===== src/rtl/wpst_pkg.sv =====
// ----------------------------------------------------------------------------
// wpst_pkg: shared types and constants for the waypoint steering block
// Fixed-point widths, the CORDIC arctangent table and register indexes.
// ----------------------------------------------------------------------------
package wpst_pkg;

	// Field widths
	localparam int COORD_W   = 10;
	localparam int DIFF_W    = COORD_W + 1;
	localparam int SQ_W      = 2 * COORD_W;
	localparam int HEAD_W    = 15;
	localparam int SPEED_W   = 10;
	localparam int ANG_W     = 11;
	localparam int TOL_W     = 14;
	localparam int CFG_W     = 14;

	// CORDIC datapath: coordinates prescaled by 2^16, angles in Q24
	localparam int PRESCALE  = 16;
	localparam int XY_W      = 30;
	localparam int Z_W       = 29;
	localparam int ERR_W     = 18;
	localparam int TABLE_LEN = 24;

	localparam logic signed [Z_W-1:0]   PI_Q24     = 29'sd52707179;
	localparam logic signed [ERR_W-1:0] PI_Q12     = 18'sd12868;
	localparam logic signed [ERR_W-1:0] TWO_PI_Q12 = 18'sd25736;
	localparam logic signed [Z_W-1:0]   ROUND_Q12  = 29'sd2048;

	// Configuration register indexes
	typedef enum logic [1:0] {
		REG_ARRIVE_RADIUS = 2'd0,
		REG_HEADING_TOL   = 2'd1,
		REG_TURN_RATE     = 2'd2,
		REG_DRIVE_SPEED   = 2'd3
	} wpst_reg_t;

	// Data handed from cell to cell along the CORDIC chain
	typedef struct packed {
		logic                     vld;
		logic                     arrived;
		logic                     zero;
		logic signed [HEAD_W-1:0] heading;
		logic signed [XY_W-1:0]   x;
		logic signed [XY_W-1:0]   y;
		logic signed [Z_W-1:0]    z;
	} wpst_cell_t;

	// atan(2^-i) in Q24 radians
	function automatic logic signed [Z_W-1:0] wpst_atan(input int unsigned idx);
		logic signed [Z_W-1:0] a;
		case (idx)
			0:       a = 29'sd13176795;
			1:       a = 29'sd7778716;
			2:       a = 29'sd4110060;
			3:       a = 29'sd2086331;
			4:       a = 29'sd1047214;
			5:       a = 29'sd524117;
			6:       a = 29'sd262123;
			7:       a = 29'sd131069;
			8:       a = 29'sd65536;
			9:       a = 29'sd32768;
			10:      a = 29'sd16384;
			11:      a = 29'sd8192;
			12:      a = 29'sd4096;
			13:      a = 29'sd2048;
			14:      a = 29'sd1024;
			15:      a = 29'sd512;
			16:      a = 29'sd256;
			17:      a = 29'sd128;
			18:      a = 29'sd64;
			19:      a = 29'sd32;
			20:      a = 29'sd16;
			21:      a = 29'sd8;
			22:      a = 29'sd4;
			23:      a = 29'sd2;
			default: a = '0;
		endcase
		return a;
	endfunction

endpackage


===== src/rtl/wpst_front.sv =====
// ----------------------------------------------------------------------------
// wpst_front: distance check and CORDIC pre-rotation
// Clamps the cells to the map, squares the offsets against the arrival
// radius and loads the first CORDIC cell in the right half plane.
// ----------------------------------------------------------------------------
module wpst_front import wpst_pkg::*; #(
	parameter int MAP_DIM = 1024
) (
	input  logic                  clk,
	input  logic                  arst_n,
	input  logic                  en,
	input  logic                  in_vld,
	input  logic [COORD_W-1:0]    tgt_row,
	input  logic [COORD_W-1:0]    tgt_col,
	input  logic [COORD_W-1:0]    pose_row,
	input  logic [COORD_W-1:0]    pose_col,
	input  logic signed [HEAD_W-1:0] pose_heading,
	input  logic [COORD_W-1:0]    arrive_radius,
	output wpst_cell_t            cell_out
);

	localparam int MAP_MAX = MAP_DIM - 1;
	localparam int CMP_W   = 18;

	logic [COORD_W-1:0]        gr, gc, pr, pc;
	logic signed [DIFF_W-1:0]  dr, dc;

	logic                      vld_s1;
	logic signed [DIFF_W-1:0]  dr_s1, dc_s1;
	logic [SQ_W-1:0]           drsq_s1, dcsq_s1, rsq_s1;
	logic signed [HEAD_W-1:0]  heading_s1;

	logic                      vld_s2;
	wpst_cell_t                cell_s2;

	logic [SQ_W:0]             dist_sq;
	logic signed [XY_W-1:0]    x_scaled, y_scaled;

	// Saturate coordinates beyond the map edge
	function automatic logic [COORD_W-1:0] clamp(input logic [COORD_W-1:0] c);
		logic [CMP_W-1:0] wide;
		wide = {{(CMP_W-COORD_W){1'b0}}, c};
		return (wide > CMP_W'(MAP_MAX)) ? COORD_W'(MAP_MAX) : c;
	endfunction

	always_comb begin
		gr = clamp(tgt_row);
		gc = clamp(tgt_col);
		pr = clamp(pose_row);
		pc = clamp(pose_col);
		dr = $signed({1'b0, gr}) - $signed({1'b0, pr});
		dc = $signed({1'b0, gc}) - $signed({1'b0, pc});
	end

	// Stage 1: offsets and their squares
	always_ff @(posedge clk or negedge arst_n) begin
		if (!arst_n) begin
			vld_s1 <= 1'b0;
		end else if (en) begin
			vld_s1 <= in_vld;
		end
	end

	always_ff @(posedge clk) begin
		if (en) begin
			dr_s1      <= dr;
			dc_s1      <= dc;
			drsq_s1    <= SQ_W'(dr * dr);
			dcsq_s1    <= SQ_W'(dc * dc);
			rsq_s1     <= SQ_W'(arrive_radius * arrive_radius);
			heading_s1 <= pose_heading;
		end
	end

	// Stage 2: arrival compare and pre-rotation into the right half plane
	always_comb begin
		dist_sq  = {1'b0, drsq_s1} + {1'b0, dcsq_s1};
		x_scaled = {{(XY_W-DIFF_W-PRESCALE){dr_s1[DIFF_W-1]}}, dr_s1, {PRESCALE{1'b0}}};
		y_scaled = {{(XY_W-DIFF_W-PRESCALE){dc_s1[DIFF_W-1]}}, dc_s1, {PRESCALE{1'b0}}};
	end

	always_ff @(posedge clk or negedge arst_n) begin
		if (!arst_n) begin
			vld_s2 <= 1'b0;
		end else if (en) begin
			vld_s2 <= vld_s1;
		end
	end

	always_ff @(posedge clk) begin
		if (en) begin
			cell_s2.vld     <= 1'b0;
			cell_s2.arrived <= dist_sq < {1'b0, rsq_s1};
			cell_s2.zero    <= (dr_s1 == '0) && (dc_s1 == '0);
			cell_s2.heading <= heading_s1;
			if (dr_s1 < 0) begin
				cell_s2.x <= -x_scaled;
				cell_s2.y <= -y_scaled;
				cell_s2.z <= (dc_s1 >= 0) ? PI_Q24 : -PI_Q24;
			end else begin
				cell_s2.x <= x_scaled;
				cell_s2.y <= y_scaled;
				cell_s2.z <= '0;
			end
		end
	end

	always_comb begin
		cell_out     = cell_s2;
		cell_out.vld = vld_s2;
	end

endmodule


===== src/rtl/wpst_cordic_cell.sv =====
// ----------------------------------------------------------------------------
// wpst_cordic_cell: one vectoring micro-rotation
// Rotates toward the x axis by atan(2^-SHIFT) and hands the result on.
// ----------------------------------------------------------------------------
module wpst_cordic_cell import wpst_pkg::*; #(
	parameter int SHIFT = 0
) (
	input  logic       clk,
	input  logic       arst_n,
	input  logic       en,
	input  wpst_cell_t cell_in,
	output wpst_cell_t cell_out
);

	localparam logic signed [Z_W-1:0] ATAN = wpst_atan(SHIFT);

	logic                   vld_q;
	wpst_cell_t             cell_d;
	wpst_cell_t             cell_q;
	logic signed [XY_W-1:0] xs, ys;

	assign xs = cell_in.x >>> SHIFT;
	assign ys = cell_in.y >>> SHIFT;

	always_ff @(posedge clk or negedge arst_n) begin
		if (!arst_n) begin
			vld_q <= 1'b0;
		end else if (en) begin
			vld_q <= cell_in.vld;
		end
	end

	// Direction follows the sign of y
	always_comb begin
		cell_d = cell_in;
		if (cell_in.y >= 0) begin
			cell_d.x = cell_in.x + ys;
			cell_d.y = cell_in.y - xs;
			cell_d.z = cell_in.z + ATAN;
		end else begin
			cell_d.x = cell_in.x - ys;
			cell_d.y = cell_in.y + xs;
			cell_d.z = cell_in.z - ATAN;
		end
	end

	always_ff @(posedge clk) begin
		if (en) begin
			cell_q <= cell_d;
		end
	end

	always_comb begin
		cell_out     = cell_q;
		cell_out.vld = vld_q;
	end

endmodule


===== src/rtl/wpst_back.sv =====
// ----------------------------------------------------------------------------
// wpst_back: heading error and steering decision
// Rounds the bearing to Q12, wraps the error into plus or minus pi once,
// picks stop, turn or drive and holds the result in the output register.
// ----------------------------------------------------------------------------
module wpst_back import wpst_pkg::*; (
	input  logic                     clk,
	input  logic                     arst_n,
	input  logic                     en,
	input  wpst_cell_t               cell_in,
	input  logic [TOL_W-1:0]         heading_tol,
	input  logic [SPEED_W-1:0]       turn_rate,
	input  logic [SPEED_W-1:0]       drive_speed,
	output logic                     out_vld,
	output logic [SPEED_W-1:0]       linear_speed,
	output logic signed [ANG_W-1:0]  angular_speed,
	output logic                     arrived,
	output logic signed [HEAD_W-1:0] heading_error
);

	logic signed [Z_W-1:0]   z_rnd;
	logic signed [ERR_W-1:0] bearing;

	logic                    vld_s3, arrived_s3;
	logic signed [ERR_W-1:0] err_s3;
	logic                    vld_s4, arrived_s4;
	logic signed [ERR_W-1:0] err_s4;
	logic signed [ERR_W-1:0] mag;

	// Stage 3: round bearing, subtract heading
	always_comb begin
		z_rnd   = cell_in.z + ROUND_Q12;
		bearing = cell_in.zero ? '0 : ERR_W'(z_rnd >>> 12);
	end

	always_ff @(posedge clk or negedge arst_n) begin
		if (!arst_n) begin
			vld_s3 <= 1'b0;
			vld_s4 <= 1'b0;
			out_vld <= 1'b0;
		end else if (en) begin
			vld_s3 <= cell_in.vld;
			vld_s4 <= vld_s3;
			out_vld <= vld_s4;
		end
	end

	always_ff @(posedge clk) begin
		if (en) begin
			arrived_s3 <= cell_in.arrived;
			err_s3     <= bearing - ERR_W'(cell_in.heading);
		end
	end

	// Stage 4: single wrap into plus or minus pi
	always_ff @(posedge clk) begin
		if (en) begin
			arrived_s4 <= arrived_s3;
			if (err_s3 > PI_Q12) begin
				err_s4 <= err_s3 - TWO_PI_Q12;
			end else if (err_s3 < -PI_Q12) begin
				err_s4 <= err_s3 + TWO_PI_Q12;
			end else begin
				err_s4 <= err_s3;
			end
		end
	end

	// Output register: stop, turn or drive
	assign mag = (err_s4 < 0) ? -err_s4 : err_s4;

	always_ff @(posedge clk) begin
		if (en) begin
			arrived <= arrived_s4;
			if (arrived_s4) begin
				linear_speed  <= '0;
				angular_speed <= '0;
				heading_error <= '0;
			end else begin
				heading_error <= HEAD_W'(err_s4);
				if (mag > $signed({{(ERR_W-TOL_W){1'b0}}, heading_tol})) begin
					linear_speed  <= '0;
					angular_speed <= (err_s4 > 0) ? $signed({1'b0, turn_rate})
					                              : -$signed({1'b0, turn_rate});
				end else begin
					linear_speed  <= drive_speed;
					angular_speed <= '0;
				end
			end
		end
	end

endmodule


===== src/rtl/waypoint_heading_steer_top.sv =====
// ----------------------------------------------------------------------------
// waypoint_heading_steer_top: turn-then-drive steering toward a grid waypoint
// Pipeline: two front stages, one cell per CORDIC micro-rotation, two error
// stages and the output register lie between input transaction and result.
// Throughput: one transaction per cycle; the whole pipe holds only while a
// result waits at the output. Reset clears all valid flags and loads the
// register defaults (radius 10, tolerance 1024, turn 30, drive 50).
// ----------------------------------------------------------------------------
module waypoint_heading_steer_top import wpst_pkg::*; #(
	parameter int MAP_DIM       = 1024,
	parameter int CORDIC_STAGES = 14
) (
	input  logic         clk,
	input  logic         arst_n,
	// tgt_row[9:0], tgt_col[19:10], pose_row[29:20], pose_col[39:30],
	// pose_heading[54:40], zero pad[55]
	input  logic         s_axis_tvalid,
	output logic         s_axis_tready,
	input  logic [55:0]  s_axis_tdata,
	// linear_speed[9:0], angular_speed[20:10], heading_error[35:21],
	// zero pad[39:36]
	output logic         m_axis_tvalid,
	input  logic         m_axis_tready,
	output logic [39:0]  m_axis_tdata,
	// arrived[0]
	output logic         m_axis_tuser,
	input  logic         cfg_valid,
	output logic         cfg_ready,
	input  logic [1:0]   cfg_addr,
	input  logic [CFG_W-1:0] cfg_data
);

	logic                     adv;
	logic [COORD_W-1:0]       radius_q;
	logic [TOL_W-1:0]         tol_q;
	logic [SPEED_W-1:0]       turn_q;
	logic [SPEED_W-1:0]       drive_q;

	wpst_cell_t               chain [0:CORDIC_STAGES];

	logic [SPEED_W-1:0]       lin;
	logic signed [ANG_W-1:0]  ang;
	logic                     arr;
	logic signed [HEAD_W-1:0] herr;

	// Pipeline moves whenever the output register is free or being drained
	assign adv           = !m_axis_tvalid || m_axis_tready;
	assign s_axis_tready = adv;
	assign cfg_ready     = 1'b1;

	// Configuration registers
	always_ff @(posedge clk or negedge arst_n) begin
		if (!arst_n) begin
			radius_q <= 10'd10;
			tol_q    <= 14'd1024;
			turn_q   <= 10'd30;
			drive_q  <= 10'd50;
		end else if (cfg_valid && cfg_ready) begin
			case (wpst_reg_t'(cfg_addr))
				REG_ARRIVE_RADIUS: radius_q <= cfg_data[COORD_W-1:0];
				REG_HEADING_TOL:   tol_q    <= cfg_data[TOL_W-1:0];
				REG_TURN_RATE:     turn_q   <= cfg_data[SPEED_W-1:0];
				REG_DRIVE_SPEED:   drive_q  <= cfg_data[SPEED_W-1:0];
				default: ;
			endcase
		end
	end

	wpst_front #(
		.MAP_DIM (MAP_DIM)
	) u_front (
		.clk           (clk),
		.arst_n        (arst_n),
		.en            (adv),
		.in_vld        (s_axis_tvalid),
		.tgt_row       (s_axis_tdata[9:0]),
		.tgt_col       (s_axis_tdata[19:10]),
		.pose_row      (s_axis_tdata[29:20]),
		.pose_col      (s_axis_tdata[39:30]),
		.pose_heading  (s_axis_tdata[54:40]),
		.arrive_radius (radius_q),
		.cell_out      (chain[0])
	);

	// Chain of CORDIC cells, one micro-rotation each
	for (genvar i = 0; i < CORDIC_STAGES; i++) begin : g_cell
		wpst_cordic_cell #(
			.SHIFT (i)
		) u_cell (
			.clk      (clk),
			.arst_n   (arst_n),
			.en       (adv),
			.cell_in  (chain[i]),
			.cell_out (chain[i+1])
		);
	end

	wpst_back u_back (
		.clk           (clk),
		.arst_n        (arst_n),
		.en            (adv),
		.cell_in       (chain[CORDIC_STAGES]),
		.heading_tol   (tol_q),
		.turn_rate     (turn_q),
		.drive_speed   (drive_q),
		.out_vld       (m_axis_tvalid),
		.linear_speed  (lin),
		.angular_speed (ang),
		.arrived       (arr),
		.heading_error (herr)
	);

	assign m_axis_tdata = {4'b0, herr, ang, lin};
	assign m_axis_tuser = arr;

endmodule


===== config.mk =====
export PLATFORM = sky130hd
export DESIGN_NAME = waypoint_heading_steer_top
export DESIGN_NICKNAME = d
export VERILOG_FILES = /design/src/rtl/wpst_pkg.sv /design/src/rtl/wpst_front.sv /design/src/rtl/wpst_cordic_cell.sv /design/src/rtl/wpst_back.sv /design/src/rtl/waypoint_heading_steer_top.sv
export SDC_FILE = /design/constraint.sdc
export NUM_CORES = 2
export LEC_CHECK = 0
export ABC_CLOCK_PERIOD_IN_PS = 164400
export BUFFER_PORTS_ARGS = -buffer_cell sky130_fd_sc_hd__buf_2
export CAP_MARGIN = 40
export CORE_ASPECT_RATIO = 1.25
export CORE_MARGIN = 2
export CORE_UTILIZATION = 45
export CTS_CLUSTER_DIAMETER = 40
export DETAILED_ROUTE_END_ITERATION = 10
export HOLD_SLACK_MARGIN = 0.12
export PLACE_DENSITY_LB_ADDON = 0.1
export SLEW_MARGIN = 20
export SYNTH_ARGS = -nofsm -noshare
export SYNTH_HDL_FRONTEND = slang
export SYNTH_HIERARCHICAL = 1
export SYNTH_SLANG_ARGS = --single-unit

===== constraint.sdc =====
create_clock -name clk -period 164.4 [get_ports clk]
set_input_delay 49.32 -clock clk [delete_from_list [all_inputs] [get_ports clk]]
set_output_delay 49.32 -clock clk [all_outputs]
set_load 0.02 [all_outputs]

Yosys cells after proc, flatten, opt, wreduce, memory -nomap -nowiden
Index checks and enable logic that the tools add are counted.

storage, ports and cells
  output and inout port bits = 44
  logic and storage cells = 280
  register bits after elaboration = 1,735
  input bits = 77

operators by class
  $lt $le $gt $ge = 22
  muxes and demuxes = 21
  $mul = 3
  bitwise logic cells = 1
  eq/ne operators = 3
  reduce and logical (&&, ||, !) cells = 13
  add/sub/neg operators = 90

operators with widths
  kind                   count
  $mux W89               14
  $ge A30 B1 Y1 const B  14
  $mux W18               4
  $add A30 B18 Y30       2
  $add A30 B19 Y30       2
  $add A30 B20 Y30       2
  $add A30 B21 Y30       2
  $add A30 B22 Y30       2
  $add A30 B23 Y30       2
  $add A30 B24 Y30       2
  $add A30 B25 Y30       2
  $add A30 B26 Y30       2
  $add A30 B27 Y30       2
  $add A30 B28 Y30       2
  $add A30 B29 Y30       2
  $neg A27 Y30           2
  $sub A30 B18 Y30       2
  $sub A30 B19 Y30       2
  $sub A30 B20 Y30       2
  $sub A30 B21 Y30       2
  $sub A30 B22 Y30       2
  $sub A30 B23 Y30       2
  $sub A30 B24 Y30       2
  $sub A30 B25 Y30       2
  other kinds (62)       79

Logic depth before layout (Yosys ltp)
  word-level depth = 5
  mapped depth = 29
  depth with buffers taken out = 29

Hierarchy
The synthesis kept the hierarchy.

by module, submodules not included
  module                                area an instance (µm²)  instances  cells an instance  seq. area each (µm²)
  wpst_front                            17,516.8                1          1,728              4,254.1
  wpst_cordic_cell (g_cell[0].u_cell)   9,555.4                 1          1,065              3,178.0
  wpst_cordic_cell (g_cell[3].u_cell)   8,871.0                 1          932                3,208.1
  wpst_cordic_cell (g_cell[2].u_cell)   8,803.4                 1          934                3,208.1
  wpst_cordic_cell (g_cell[6].u_cell)   8,764.7                 1          906                3,208.1
  wpst_cordic_cell (g_cell[4].u_cell)   8,708.4                 1          929                3,208.1
  wpst_cordic_cell (g_cell[5].u_cell)   8,682.1                 1          899                3,208.1
  wpst_cordic_cell (g_cell[7].u_cell)   8,678.3                 1          892                3,208.1
  wpst_cordic_cell (g_cell[1].u_cell)   8,608.3                 1          879                3,208.1
  wpst_cordic_cell (g_cell[12].u_cell)  8,026.4                 1          802                3,208.1
  wpst_cordic_cell (g_cell[13].u_cell)  7,986.4                 1          794                3,208.1
  wpst_cordic_cell (g_cell[9].u_cell)   7,840.0                 1          770                3,208.1
  wpst_cordic_cell (g_cell[8].u_cell)   7,649.8                 1          748                3,208.1
  wpst_cordic_cell (g_cell[11].u_cell)  7,642.3                 1          742                3,208.1
  3 more rows                           --                      --         --                 --

Least setup slack after synthesis
Ideal clock, no wire load.

  kind = in2out
  from = input m_axis_tready
  to = output s_axis_tready
  arrival = 90.230 ns
  slack = 24.850 ns
  stages on the path = 1
  path buffers = 0
  cells stage by stage = nand2b_1

on the way
  word-level cells in the longest chain between the ends = 1

RTL lines
  element             line                              RTL
  start: declaration  waypoint_heading_steer_top.sv:23  input logic m_axis_tready,
  $logic_or A1 B1 Y1  waypoint_heading_steer_top.sv:47  assign adv = !m_axis_tvalid || m_axis_tready;
  end: declaration    waypoint_heading_steer_top.sv:18  output logic s_axis_tready,

No other way between the ends.

Worst setup path in the final report
Same ends and word-level chain as after synthesis.

==> impl_metrics.csv <==
group,metric,value,unit
synthesis,ys_warn_count,6,
sta,post-route-period-util,0.604,
worst_setup_path,rr_endpoint,"u_front/rsq_s1[19]",
global_routing,grtUsageMet2,0.440,
global_routing,antenna_found_initial,10,
global_routing,grt.busiest_layer,"met2",
routing,first_pass_iters,5,
global_routing,track_usage,0.228,
min_path,worstHoldStart,"g_cell[1].u_cell/cell_out[96]",
clock_tree,ctsLongestPathBuffers,4,
sta,rsz0062_at_grt,"no",
routing,routed_via_density,5.71,
global_routing,overflow,0,
placed_design,dp_hpwl,272000,um
sta,max_freq,0.0101,GHz
routing,vias,98200,
global_routing,grt_pass1_wl,533000,um
global_routing,grt_max_degree,170,
global_routing,grt_use_met1,0.240,
sta,min_period,99.38,ns
worst_setup_path,crit_type,"input port to output port",
clock_tree,ctsHoldBuffers,0,
layout,area_growth,10.5,%
clock_tree,clkTransAtPathRegs,0.06,ns
routing,wl,342000,um
layout,final_layout_size_suffix_gt1_frac,0.0755,
sta,finalHoldViolCount,0,
worst_setup_path,path_cells,"buf_2, nand2b_4, buf_2",
floorplanning,die_h,602,um
global_routing,use_met3,0.0259,
sta,drv_slew,0,
placed_design,globalplace.congestion,0.939,
sta,finClkSkew,0.0930,ns
min_path,hold_path.class,"flop to flop",
clock_tree,cts_setup_buffers,0,
clock_tree,cts_sinks,1553,
floorplanning,start_util,0.452,
sta,relSlewSlack,0.353,
routing,drc,0,
sta,tightestPinTransition,0.968,ns
floorplanning,die_area,290000,um^2
sta,setup_tns,0,ns
worst_setup_path,r2r_cells,19,
clock_tree,cts_tree,"done",
worst_setup_path,worstSetupEndpointType,"output port",
clock_tree,cts_made_buffers,272,
sta,whs,0.368,ns
routing,wire_per_inst,19.9,um
synthesis,synthCells,13100,
worst_setup_path,slowest_stage,"nand2b_4",
synthesis,syn_area,129000,um^2
clock_tree,ctsResizeCount,0,
worst_setup_path,path_max_fanout,5,
floorplanning,core-area,285000,um^2
sta,setup_viol,0,
status,status,"completed",
routing,drtIter0Drc,5401,
clock_tree,insertion_delay,0.87,ns
job,maxCapViolCount,0,
global_routing,grt_pass1_vias,99100,
layout,nNetsFinal,14800,
worst_setup_path,r2r-start,"radius_q[2]",
worst_setup_path,path_common_cell,"buf_2",
floorplanning,rows,219,
min_path,min_to,"g_cell[2].u_cell/cell_out[96]",
placed_design,port_buffers,114,
floorplanning,die_x,482,um
floorplanning,ioPinCount,121,
worst_setup_path,startpoint_type,"input port",
routing,ant_nets,0,
worst_setup_path,crit_required,115.08,ns
min_path,hold_depth,0,
worst_setup_path,critPathMaxStageDelay,0.29,ns
clock_tree,cts_root_buf,"clkbuf_16",
clock_tree,htreeDepth,5,
worst_setup_path,r2r_slack,158.79,ns
synthesis,syn_area_per_cell,9.81,um^2
worst_setup_path,crit_arrival,50.06,ns
worst max-delay path: cells and delay by family:
kind                   cells  cell delay, ns
and+or+nand+nor            1            0.29
buffers and inverters      2            0.37
how the worst max path moves through the flow:
stage                          to  slack (ns)  cells past startpoint           from
global route        s_axis_tready       64.97                      3  m_axis_tready
floorplan           s_axis_tready       29.78                      1  m_axis_tready
detailed placement  s_axis_tready       64.94                      3  m_axis_tready
CTS                 s_axis_tready       64.94                      3  m_axis_tready
finish              s_axis_tready       65.02                      3  m_axis_tready
global placement    s_axis_tready       64.94                      3  m_axis_tready
flip-flops by register name, summed over array words and instances (netlist names), 11 cells and up:
name                    count
g_cell.u_cell/cell_out   1275
g_cell.u_cell/vld_q        14
tol_q                      14
u_back/angular_speed       11
u_back/err_s3              18
u_back/err_s4              18
u_back/heading_error       15
u_front/cell_out           48
u_front/dc_s1              11
u_front/dcsq_s1            18
u_front/dr_s1              11
u_front/drsq_s1            18
u_front/heading_s1         15
u_front/rsq_s1             19
placed cells by master (no fill, tap or decap), types with 190 or more instances in the layout:
cell / n
a21o_1: 391
a21oi_1: 1016
clkbuf_16: 283
edfxtp_1: 1490
fa_1: 270
ha_1: 1225
inv_1: 899
nand2_1: 857
nand3_1: 238
nor2_1: 838
nor3_1: 224
o21ai_0: 736
o31ai_1: 190
xnor2_1: 1014
xor2_1: 547
through the flow:
step / area (um^2) / utilization / worst slack [ns] / instances
finish: 142000 / 0.500 / 65.02 / 17200
global route: 142000 / 0.500 / 64.97 / 17200
CTS: 142000 / 0.499 / 64.94 / 17200
detailed placement: 133000 / 0.467 / 64.94 / 16700
global placement: 133000 / 0.466 / 64.94 / 16700
floorplan: 129000 / - / 29.78 / 13200
area by class of cell:
| class | instances | area [um^2] |
|---|---|---|
| Clock inverter | 177 | 2010 |
| Tap cell | 3757 | 4700 |
| Timing Repair Buffer | 206 | 1470 |
| Clock buffer | 306 | 7190 |
| Inverter | 918 | 3450 |
| Sequential cell | 1553 | 46300 |
| Fill cell | 26000 | 142000 |
| Multi-Input combinational cell | 10300 | 77100 |
| Antenna cell | 4 | 10.0 |
metal layers:
metal | vias to the layer above | part of all wire
met5 | - | 0.000038
met4 | 2 | 0.053
met3 | 720 | 0.031
met2 | 2013 | 0.53
met1 | 47200 | 0.38
li1 | 48200 | -
Power is not shown: default switching activity piles up to over one toggle a cycle in this logic, so the estimate is an artifact.
